## config.mk

```make
export PLATFORM = sky130hd
export DESIGN_NAME = vrml_delimiter_validator_top
export DESIGN_NICKNAME = d
export VERILOG_FILES = /design/src/hw/rtl/vdv_pkg.sv /design/src/hw/rtl/vdv_kw_match.sv /design/src/hw/rtl/vdv_stack.sv /design/src/hw/rtl/vrml_delimiter_validator_top.sv
export SDC_FILE = /design/constraint.sdc
export NUM_CORES = 2
export LEC_CHECK = 0
export ABC_AREA = 1
export BUFFER_PORTS_ARGS = -buffer_cell sky130_fd_sc_hd__buf_4
export CAP_MARGIN = 5
export CORE_MARGIN = 8
export CORE_UTILIZATION = 44
export CTS_CLUSTER_SIZE = 12
export DETAILED_ROUTE_END_ITERATION = 7
export MAX_ROUTING_LAYER = met4
export PLACE_DENSITY = 0.68
export SETUP_SLACK_MARGIN = 0.5
export SYNTH_ARGS = -nofsm -noshare
export SYNTH_HDL_FRONTEND = slang
export SYNTH_SLANG_ARGS = --single-unit
```

## constraint.sdc

```tcl
create_clock -name clk -period 34.4 [get_ports clk]
set_input_delay 1.72 -clock clk [delete_from_list [all_inputs] [get_ports clk]]
set_output_delay 1.72 -clock clk [all_outputs]
set_load 0.05 [all_outputs]
```

## src/hw/rtl/vdv_pkg.sv

```systemverilog
// ----------------------------------------------------------------------------
// vdv_pkg
// Shared types and constants for the VRML delimiter validator: verdict codes,
// the fixed header text, the keyword table and the closer stack interface.
// ----------------------------------------------------------------------------
package vdv_pkg;

  localparam int DEF_MAX_NESTING = 1024;

  localparam int HDR_LEN  = 15;
  localparam int WIN_LEN  = 14;
  localparam int KW_COUNT = 6;

  typedef enum logic [2:0] {
    VERDICT_OK       = 3'd0,
    VERDICT_HEADER   = 3'd1,
    VERDICT_DEPTH    = 3'd2,
    VERDICT_MISMATCH = 3'd3,
    VERDICT_CONTROL  = 3'd4,
    VERDICT_FINAL    = 3'd5
  } verdict_t;

  localparam logic [8*HDR_LEN-1:0] HDR_TEXT = "#VRML V2.0 utf8";

  // Keywords are right-aligned in a window-wide vector; the newest byte is
  // the low byte. Bits 0 and 1 are required, bits 2 to 5 are forbidden.
  localparam logic [8*WIN_LEN-1:0] KW_TEXT [KW_COUNT] = '{
    "Transform {",
    "IndexedFaceSet",
    "Script {",
    "Inline {",
    "Anchor {",
    "EXTERNPROTO"
  };
  localparam int KW_LEN [KW_COUNT] = '{11, 14, 8, 8, 8, 11};

  localparam logic [KW_COUNT-1:0] KW_REQUIRED  = 6'b000011;
  localparam logic [KW_COUNT-1:0] KW_FORBIDDEN = 6'b111100;

  // Stack command for one byte: at most one of push and pop is set.
  typedef struct packed {
    logic push;
    logic pop;
    logic bracket;   // pushed closer: 1 for ']', 0 for '}'
    logic clear;     // end of file, level returns to zero
  } stk_cmd_t;

  typedef struct packed {
    logic empty;
    logic one_left;
    logic full;
    logic top_bracket;
  } stk_status_t;

  function automatic logic [7:0] hdr_byte(input logic [3:0] pos);
    int idx;
    idx = HDR_LEN - 1 - int'(pos);
    if (int'(pos) < HDR_LEN) begin
      return HDR_TEXT[8*idx +: 8];
    end
    return 8'h00;
  endfunction

endpackage

```

## src/hw/rtl/vdv_kw_match.sv

```systemverilog
// ----------------------------------------------------------------------------
// vdv_kw_match
// Compares the byte window that ends at the current byte against each
// keyword and flags every keyword that ends here.
// ----------------------------------------------------------------------------
module vdv_kw_match import vdv_pkg::*; (
  input  logic [8*WIN_LEN-1:0] win,
  output logic [KW_COUNT-1:0]  hits
);

  for (genvar k = 0; k < KW_COUNT; k++) begin : g_kw
    localparam int L = KW_LEN[k];
    localparam logic [8*WIN_LEN-1:0] MASK = (8*WIN_LEN)'({(8*L){1'b1}});
    assign hits[k] = ((win & MASK) == KW_TEXT[k]);
  end

endmodule

```

## src/hw/rtl/vdv_stack.sv

```systemverilog
// ----------------------------------------------------------------------------
// vdv_stack
// Closer stack: one bit per open delimiter in a memory, with the level in a
// register. The top entry is read every cycle at the address below the next level,
// so it is ready for the following byte.
// ----------------------------------------------------------------------------
module vdv_stack import vdv_pkg::*; #(
  parameter int MAX_NESTING = DEF_MAX_NESTING
) (
  input  logic        clk,
  input  logic        rst,
  input  stk_cmd_t    cmd,
  output stk_status_t status
);

  localparam int LW = $clog2(MAX_NESTING + 1);
  localparam int AW = (MAX_NESTING > 1) ? $clog2(MAX_NESTING) : 1;

  logic          mem [MAX_NESTING];
  logic [LW-1:0] level;
  logic [LW-1:0] level_next;
  logic [LW-1:0] top_index;
  logic          rd_bit;
  logic          byp;
  logic          byp_bit;

  always_comb begin
    if (cmd.clear) begin
      level_next = '0;
    end else if (cmd.push) begin
      level_next = level + LW'(1);
    end else if (cmd.pop) begin
      level_next = level - LW'(1);
    end else begin
      level_next = level;
    end
    top_index = level_next - LW'(1);
  end

  always_ff @(posedge clk) begin
    if (rst) begin
      level <= '0;
      byp   <= 1'b0;
    end else begin
      level <= level_next;
      // A push writes exactly the entry that becomes the new top.
      byp   <= cmd.push && !cmd.clear;
    end
  end

  always_ff @(posedge clk) begin
    if (cmd.push) begin
      mem[level[AW-1:0]] <= cmd.bracket;
    end
    rd_bit  <= mem[top_index[AW-1:0]];
    byp_bit <= cmd.bracket;
  end

  assign status.empty       = (level == '0);
  assign status.one_left    = (level == LW'(1));
  assign status.full        = (level == LW'(MAX_NESTING));
  assign status.top_bracket = byp ? byp_bit : rd_bit;

endmodule

```

## src/hw/rtl/vrml_delimiter_validator_top.sv

```systemverilog
// verdict_valid is set by a register when the last file byte leaves the input register.
// Throughput: one byte per cycle, set by the input register and the
// scan step with a one-read, one-write stack memory.
// A verdict that waits in the output register stalls only the next last byte.
// Reset (rst, synchronous) returns every scan state to its start value; the
// stack memory is never cleared since only entries below the level are read.
// ----------------------------------------------------------------------------
// vrml_delimiter_validator_top
// Checks a VRML text file byte by byte: header, NUL bytes, comments, strings,
// delimiter nesting, control characters and keywords; one verdict per file.
// ----------------------------------------------------------------------------
module vrml_delimiter_validator_top import vdv_pkg::*; #(
  parameter int MAX_NESTING = DEF_MAX_NESTING
) (
  input  logic       clk,
  input  logic       rst,
  input  logic       byte_valid,
  output logic       byte_stall,
  input  logic [7:0] data_byte,
  input  logic       last_byte,
  output logic       verdict_valid,
  input  logic       verdict_stall,
  output logic [2:0] verdict
);

  localparam logic [7:0] CH_LF     = 8'h0A;
  localparam logic [7:0] CH_HASH   = 8'h23;
  localparam logic [7:0] CH_QUOTE  = 8'h22;
  localparam logic [7:0] CH_BSLASH = 8'h5C;
  localparam logic [7:0] CH_LBRACE = 8'h7B;
  localparam logic [7:0] CH_RBRACE = 8'h7D;
  localparam logic [7:0] CH_LBRACK = 8'h5B;
  localparam logic [7:0] CH_RBRACK = 8'h5D;

  // Input register.
  logic       s1_valid;
  logic [7:0] s1_byte;
  logic       s1_last;
  logic       s1_go;

  // Scan state.
  logic                   in_comment, in_comment_next;
  logic                   in_string, in_string_next;
  logic                   after_escape, after_escape_next;
  logic [3:0]             hdr_pos, hdr_pos_next;
  logic                   hdr_bad, hdr_bad_next;
  verdict_t               scan_err, scan_err_next;
  logic [8*(WIN_LEN-1)-1:0] recent;
  logic [KW_COUNT-1:0]    kw_seen, kw_seen_next;
  logic [KW_COUNT-1:0]    kw_hits;

  stk_cmd_t    stk_cmd;
  stk_status_t stk_status;
  logic        empty_after;
  verdict_t    verdict_next;

  assign s1_go      = s1_valid && (!s1_last || !verdict_valid || !verdict_stall);
  assign byte_stall = s1_valid && !s1_go;

  always_ff @(posedge clk) begin
    if (rst) begin
      s1_valid <= 1'b0;
    end else if (byte_valid && !byte_stall) begin
      s1_valid <= 1'b1;
    end else if (s1_go) begin
      s1_valid <= 1'b0;
    end
  end

  always_ff @(posedge clk) begin
    if (byte_valid && !byte_stall) begin
      s1_byte <= data_byte;
      s1_last <= last_byte;
    end
  end

  vdv_kw_match u_kw (
    .win  ({recent, s1_byte}),
    .hits (kw_hits)
  );

  vdv_stack #(.MAX_NESTING(MAX_NESTING)) u_stack (
    .clk    (clk),
    .rst    (rst),
    .cmd    (stk_cmd),
    .status (stk_status)
  );

  always_comb begin
    hdr_bad_next = hdr_bad || (s1_byte == 8'h00);
    hdr_pos_next = hdr_pos;
    if (int'(hdr_pos) < HDR_LEN) begin
      hdr_bad_next = hdr_bad_next || (s1_byte != hdr_byte(hdr_pos));
      hdr_pos_next = hdr_pos + 4'd1;
    end
    kw_seen_next = kw_seen | kw_hits;

    in_comment_next   = in_comment;
    in_string_next    = in_string;
    after_escape_next = after_escape;
    scan_err_next     = scan_err;
    stk_cmd.push      = 1'b0;
    stk_cmd.pop       = 1'b0;
    stk_cmd.bracket   = (s1_byte == CH_LBRACK);
    stk_cmd.clear     = s1_go && s1_last;

    if (scan_err == VERDICT_OK) begin
      if (in_comment) begin
        in_comment_next = (s1_byte != CH_LF);
      end else if (in_string) begin
        if (after_escape) begin
          after_escape_next = 1'b0;
        end else if (s1_byte == CH_BSLASH) begin
          after_escape_next = 1'b1;
        end else if (s1_byte == CH_QUOTE) begin
          in_string_next = 1'b0;
        end
      end else begin
        case (s1_byte)
          CH_HASH: begin
            in_comment_next = 1'b1;
          end
          CH_QUOTE: begin
            in_string_next = 1'b1;
          end
          CH_LBRACE, CH_LBRACK: begin
            if (stk_status.full) begin
              scan_err_next = VERDICT_DEPTH;
            end else begin
              stk_cmd.push = s1_go;
            end
          end
          CH_RBRACE, CH_RBRACK: begin
            if (stk_status.empty ||
                (stk_status.top_bracket != (s1_byte == CH_RBRACK))) begin
              scan_err_next = VERDICT_MISMATCH;
            end else begin
              stk_cmd.pop = s1_go;
            end
          end
          default: begin
            if (s1_byte inside {[8'd0:8'd8], [8'd14:8'd31], 8'd127}) begin
              scan_err_next = VERDICT_CONTROL;
            end
          end
        endcase
      end
    end

    if (stk_cmd.push) begin
      empty_after = 1'b0;
    end else if (stk_cmd.pop) begin
      empty_after = stk_status.one_left;
    end else begin
      empty_after = stk_status.empty;
    end

    if (hdr_bad_next || (int'(hdr_pos_next) < HDR_LEN)) begin
      verdict_next = VERDICT_HEADER;
    end else if (scan_err_next != VERDICT_OK) begin
      verdict_next = scan_err_next;
    end else if (in_string_next || !empty_after ||
                 ((kw_seen_next & KW_REQUIRED) != KW_REQUIRED) ||
                 ((kw_seen_next & KW_FORBIDDEN) != '0)) begin
      verdict_next = VERDICT_FINAL;
    end else begin
      verdict_next = VERDICT_OK;
    end
  end

  always_ff @(posedge clk) begin
    if (rst || (s1_go && s1_last)) begin
      in_comment   <= 1'b1;
      in_string    <= 1'b0;
      after_escape <= 1'b0;
      hdr_pos      <= '0;
      hdr_bad      <= 1'b0;
      scan_err     <= VERDICT_OK;
      recent       <= '0;
      kw_seen      <= '0;
    end else if (s1_go) begin
      in_comment   <= in_comment_next;
      in_string    <= in_string_next;
      after_escape <= after_escape_next;
      hdr_pos      <= hdr_pos_next;
      hdr_bad      <= hdr_bad_next;
      scan_err     <= scan_err_next;
      recent       <= {recent[8*(WIN_LEN-2)-1:0], s1_byte};
      kw_seen      <= kw_seen_next;
    end
  end

  always_ff @(posedge clk) begin
    if (rst) begin
      verdict_valid <= 1'b0;
    end else if (s1_go && s1_last) begin
      verdict_valid <= 1'b1;
    end else if (!verdict_stall) begin
      verdict_valid <= 1'b0;
    end
  end

  always_ff @(posedge clk) begin
    if (s1_go && s1_last) begin
      verdict <= verdict_next;
    end
  end

endmodule

```

* Yosys cells after proc, flatten, opt, wreduce, memory -nomap -nowiden
Memory sizes are Yosys's and may differ from the RTL's. A register that Yosys moved wholly into a read port is not among the register bits. Cells that the tools add are included.
Operators by class: shift operators 1, bitwise operators 2, equal/unequal tests 21, muxes and demuxes 45, div/mod/pow operators 0, add/sub/neg operators 5, reductions and logical operators 36, multiply operators 0, magnitude comparators 6
Operators by type and width (number):
- 64-bit by 63-bit equality test with 1-bit output (second input constant) | 3
- 88-bit by 87-bit equality test with 1-bit output (second input constant) | 2
- 120-bit by 8-bit indexed part select with 8-bit output (first input constant) | 1
- 112-bit by 111-bit equality test with 1-bit output (second input constant) | 1
- 8-bit by 7-bit equality test with 1-bit output (second input constant) | 6
- 11-bit two-way mux | 3
- 1-bit two-way mux | 27
- 3-bit two-way mux | 8
- 8-bit by 6-bit equality test with 1-bit output (second input constant) | 2
- 8-bit two-way mux | 2
- 11-bit by 1-bit adder with 11-bit output (second input constant) | 1
- 11-bit by 1-bit equality test with 1-bit output (second input constant) | 1
- 11-bit equality test (second input constant) | 1
- 11-bit zero test | 1
- 11-bit by 1-bit subtractor with 11-bit output (second input constant) | 1
- 1-bit logical OR | 10
- 10-bit by 1-bit subtractor with 10-bit output (second input constant) | 1
- 3-bit one-hot mux with 3 select lines | 1
- 8-bit by 1-bit greater-or-equal comparator with 1-bit output (second input constant) | 1
- 8-bit by 4-bit greater-or-equal comparator with 1-bit output (second input constant) | 1
- 8-bit by 4-bit <= comparator with 1-bit output (second input constant) | 1
- 8-bit by 5-bit <= comparator with 1-bit output (second input constant) | 1
- 8-bit zero test | 1
- 4-bit < comparator (second input constant) | 2
- other kinds (20) | 37
Storage, ports and cells: bits of input ports 13, memories 1, bits in latches 0, word-level logic and storage cells 133, memory bits (read-only) 0, bits in writable memories 1024, register bits 148
Memory list:
- u_stack.mem | words 1024, width 1, read ports 1, clocked after memory_dff 1, write ports 1, line vdv_stack.sv:19 | logic mem [MAX_NESTING];

* Depth between registers and ports, before layout
depth in word-level cells 17, gate-level depth with buffers 31

* By module
A second synthesis with hierarchy kept.
Second synthesis, totals: cells, all modules 6111, area, all modules 54858.9 sq um
Modules (own cells, without submodules):
- vdv_stack | cells an instance 5023, area an instance 47981.0 sq um, seq. area each 31029.8 sq um, instances 1
- vrml_delimiter_validator_top | cells an instance 749, area an instance 5530.3 sq um, seq. area each 2822.7 sq um, instances 1
- vdv_kw_match | cells an instance 339, area an instance 1347.5 sq um, seq. area each 0.0 sq um, instances 1

* Least setup slack after synthesis
No wires, ideal clock.
path type register to register, from reg s1_byte[2], to mem u_stack.mem[0], data pin, path slack 5018 ps, stages on the path, launching flop included 5, arrival time 24403 ps, buffers on the path 1, path through edfxtp_1 -> buf_4 -> nor3_2 -> inv_1 -> nor2_1
RTL lines:
- start, declared | line vrml_delimiter_validator_top.sv:37 | logic [7:0] s1_byte;
- start signal, assigned | line vrml_delimiter_validator_top.sv:72 | s1_byte <= data_byte;
- end, declared | line vdv_stack.sv:19

* Final worst setup path
from in verdict_stall, to reg u_stack.rd_bit (read register of u_stack.mem)
Between the ends: longest elaborated chain between the ends 12, elaborated cells on any way between the ends 15
Ends and longest elaborated chain:
- start, declared | line vrml_delimiter_validator_top.sv:22 | input logic verdict_stall,
- 1-bit zero test *
- 1-bit logical OR * | line vrml_delimiter_validator_top.sv:57 | assign s1_go = s1_valid && (!s1_last || !verdict_valid || !verdict_stall);
- 1-bit logical AND * | line vrml_delimiter_validator_top.sv:57
- 1-bit two-way mux | line vrml_delimiter_validator_top.sv:134 | if (stk_status.empty ||
- 1-bit two-way mux | line vrml_delimiter_validator_top.sv:119 | case (s1_byte)
- 2-bit two-way mux | line vrml_delimiter_validator_top.sv:110 | end else if (in_string) begin
- 2-bit two-way mux | line vrml_delimiter_validator_top.sv:108 | if (in_comment) begin
- 2-bit two-way mux | line vrml_delimiter_validator_top.sv:107 | if (scan_err == VERDICT_OK) begin
- 11-bit two-way mux | line vdv_stack.sv:32 | end else if (cmd.pop) begin
- 11-bit two-way mux | line vdv_stack.sv:30 | end else if (cmd.push) begin
- 11-bit two-way mux * | line vdv_stack.sv:28 | if (cmd.clear) begin
- 10-bit by 1-bit subtractor with 10-bit output * | line vdv_stack.sv:37 | top_index = level_next - LW'(1);
- end, declared | line vdv_stack.sv:23 | logic rd_bit;
Every way passes the cells marked *; elsewhere a longest branch is shown, timed or not. A chain may end at the register's enable or synchronous reset.

==> run_results.csv <==
group,metric,value,unit
timing,finalSetupViolations,0,
setup_path,endpoint,"u_stack.rd_bit",
timing,fin_hold_ws,0.462,ns
hold_path,hp-class,"reg -> reg",
setup_path,cpPeakStageDelay,0.93,ns
timing,finalCriticalPeriod,7.37,ns
power_and_ir_drop,p_switching,0.583,mW
logic_synthesis,yosys_warnings,0,
power_and_ir_drop,p_comb_frac,0.009,
logic_synthesis,synth.most_common_cell,"nand2_1",
final_layout,drive_gt1_frac,0.0562,
grt,grt_pass1_wl,242000,um
place,place_hpwl,77200,um
routing,drt_iter0_markers,5397,
logic_synthesis,yosys.area.top_type,"edfxtp_1",
final_layout,final_cells,7542,
timing,slew_headroom,0.166,
clock_network,cts_root_buffer,"clkbuf_16",
clock_network,cts.sinks,1173,
logic_synthesis,synth-edff-count,1036,
setup_path,slowest_stage,"buf_4",
setup_path,r2r_setup_slack,27.53,ns
logic_synthesis,synth.top_cells.by_area,"edfxtp_1, nand2_1, nor2_1",
setup_path,reg2reg_from,"u_stack.level[0]",
power_and_ir_drop,vdd_ir_drop_max,0.0462,mV
place,routabilityCongestion,0.855,
clock_network,cts.htree.levels,3,
logic_synthesis,synth_nets,6085,
timing,fmax,136,MHz
logic_synthesis,synth_area,0.0554,mm2
setup_path,start_kind,"primary input",
setup_path,crit_required,35.06,ns
setup_path,crit_top_cell,"nand3_1",
logic_synthesis,postSynthCellCount,6066,
die,rows,130,
logic_synthesis,syn_area_per_cell,9.13,um2
logic_synthesis,synth_seq_cells,1173,
setup_path,arrival,8.04,ns
die,core_area,0.125,mm2
clock_network,clk_pin_slew,0.06,ns
place,dpl_cell_area,0.0563,mm2
clock_network,cts_resized,0,
logic_synthesis,yosysTopAreaCellShare,0.562,
routing,wl_per_cell,21.4,um
routing,via_per_inst,5.67,
routing,vias,42800,
clock_network,cts_tree,"done",
timing,period_share,0.214,
hold_path,hold_depth,2,
final_layout,layout.nets,5813,
setup_path,worstReg2RegEnd,"u_stack.rd_bit",
die,start_util,0.442,
status,status,"finished, final reports clean",
grt,overflow,0,
place,io_buffer_count,17,
routing,drc,0,
setup_path,worst_path_dominant_cell_family,"simple AND/OR/NAND/NOR gates",
clock_network,cts_buffer_depth,3,
logic_synthesis,async_flop_share,0,
final_layout,area_growth,8.50,%
clock_network,cts_hold_buffers,0,
timing,fin_tns_setup,0,ns
die,dieWidth,371,um
grt,track_usage,0.235,
grt,grt_pass1_vias,40000,
timing,tightest_slew,1.25,ns
timing,rsz0062_at_grt,"false",
routing,routed_wl,162000,um
clock_network,clock_latency,0.77,ns
power_and_ir_drop,p_sw_frac,0.206,
die,die_area,0.137,mm2
setup_path,reg2reg_depth,27,
power_and_ir_drop,power.leakage,21.0,nW
final_layout,final_cell_area,0.0601,mm2
die,ioPinCount,18,
final_layout,seq_area,0.0339,mm2
timing,finalMaxSlewViolations,0,
clock_network,cts_made_buffers,121,
setup_path,cp-startpoint,"verdict_stall",
clock_network,postCtsSetupBuffers,0,
flow_run,drv_cap,0,
power_and_ir_drop,power_frac_clock,0.450,
routing,antenna_left,0,
power_and_ir_drop,p_seq_frac,0.541,
setup_path,worst-setup-path-type,"in -> reg",
die,die_y,371,um
timing,fin_skew,0.0668,ns
setup_path,cp_max_fo,135,
logic_synthesis,synth_cell_types,54,
power_and_ir_drop,power.internal,2.25,mW
grt,antenna_found_initial,0,
logic_synthesis,synth_common_cells,"nand2_1, nor2_1, edfxtp_1",
place,placedCellCount,7321,
logic_synthesis,synthFlopType,"edfxtp_1",
logic_synthesis,yosysSeqAreaShare,0.611,
power_and_ir_drop,powerDensity,47.1,mW/mm2
setup_path,end_kind,"flip-flop",
setup_path,crit_buf_inv,7,
routing,dr.pass1.iters,6,
grt,grt_start_max_net_pins,243,
timing,hold_viol,0,
final_layout,fillers,11600,
setup_path,crit_cells,28,
final_layout,multi_input_area,0.0178,mm2
## state kept, by name, summed over array words and instances, names as in the netlist
register         flops
u_stack.mem       1024
recent             104
u_stack.level       11
s1_byte              8
kw_seen              6
hdr_pos              4
scan_err             3
verdict              3
after_escape         1
hdr_bad              1
in_comment           1
in_string            1
s1_last              1
s1_valid             1
u_stack.byp          1
u_stack.byp_bit      1
u_stack.rd_bit       1
verdict_valid        1
## cells in the final DEF, fill, tap and decap left out, drive strengths merged, types with 72 or more instances in the layout
master and n:
clkbuf 174, buf 72, o211ai 134, nand3b 115
o21ai 73, inv 525, dfxtp 137, edfxtp 1036
nand2 1325, a21oi 154, nand3 815, nor2 1142
## layer usage
| layer | GRT usage | wire length (um) |
|---|---|---|
| met1 | 0.306 | 63900 |
| met5 | - | 0 |
| met3 | 0.0353 | 16600 |
| met4 | 0.0979 | 7220 |
| met2 | 0.367 | 73800 |
## cell type report
class                      count  area share
inverter                     525      0.0331
multi-input combinational   3901       0.296
timing repair buffer          72     0.00983
antenna                        2   0.0000833
clock buffer                 174      0.0564
clock inverter                45     0.00712
sequential                  1173       0.564
tap                         1650      0.0344
## power by group through the flow
stage	clock network, mW	logic [mW]	registers (mW)
after global placement	0	0.0238	1.56
final	1.27	0.0242	1.53
after global routing	1.34	0.0267	1.53
after detailed placement	0	0.0240	1.56
after CTS	1.28	0.0241	1.53
after floorplan	0	0.0170	1.56
## worst min-delay path by stage
stage                     start     endpoint  slack, ns
floorplan           recent[103]  recent[103]       0.44
global placement    recent[103]  recent[103]       0.45
detailed placement  recent[100]  recent[100]       0.45
CTS                 recent[100]  recent[100]       0.46
global route         kw_seen[5]   kw_seen[5]       0.49
finish               recent[98]   recent[98]       0.46
## worst min-delay path, stage by stage, from the launching register on
cell     delay (ns)
dfxtp_1        0.31
nand2_1        0.06
a21oi_1        0.05
## per-stage QoR
stage,power (mW),setup WS [ns],utilization
CTS,2.84,27.25,0.480
floorplan,1.58,5.02,-
global placement,1.59,26.53,0.449
detailed placement,1.59,26.44,0.449
finish,2.83,27.03,0.480
global route,2.90,26.73,0.480
## kinds of logic after synthesis
kind of cell | synth area share
AO/OA/AOI/OAI | 0.0415
XOR/XNOR | 0.00285
adder cells (fa/ha/maj) | 0.00136
buffers and inverters | 0.0724
flip-flops | 0.611
multiplexers | 0.000203
AND/OR/NAND/NOR | 0.270
Note: power is estimated with default switching activity, not from simulation.
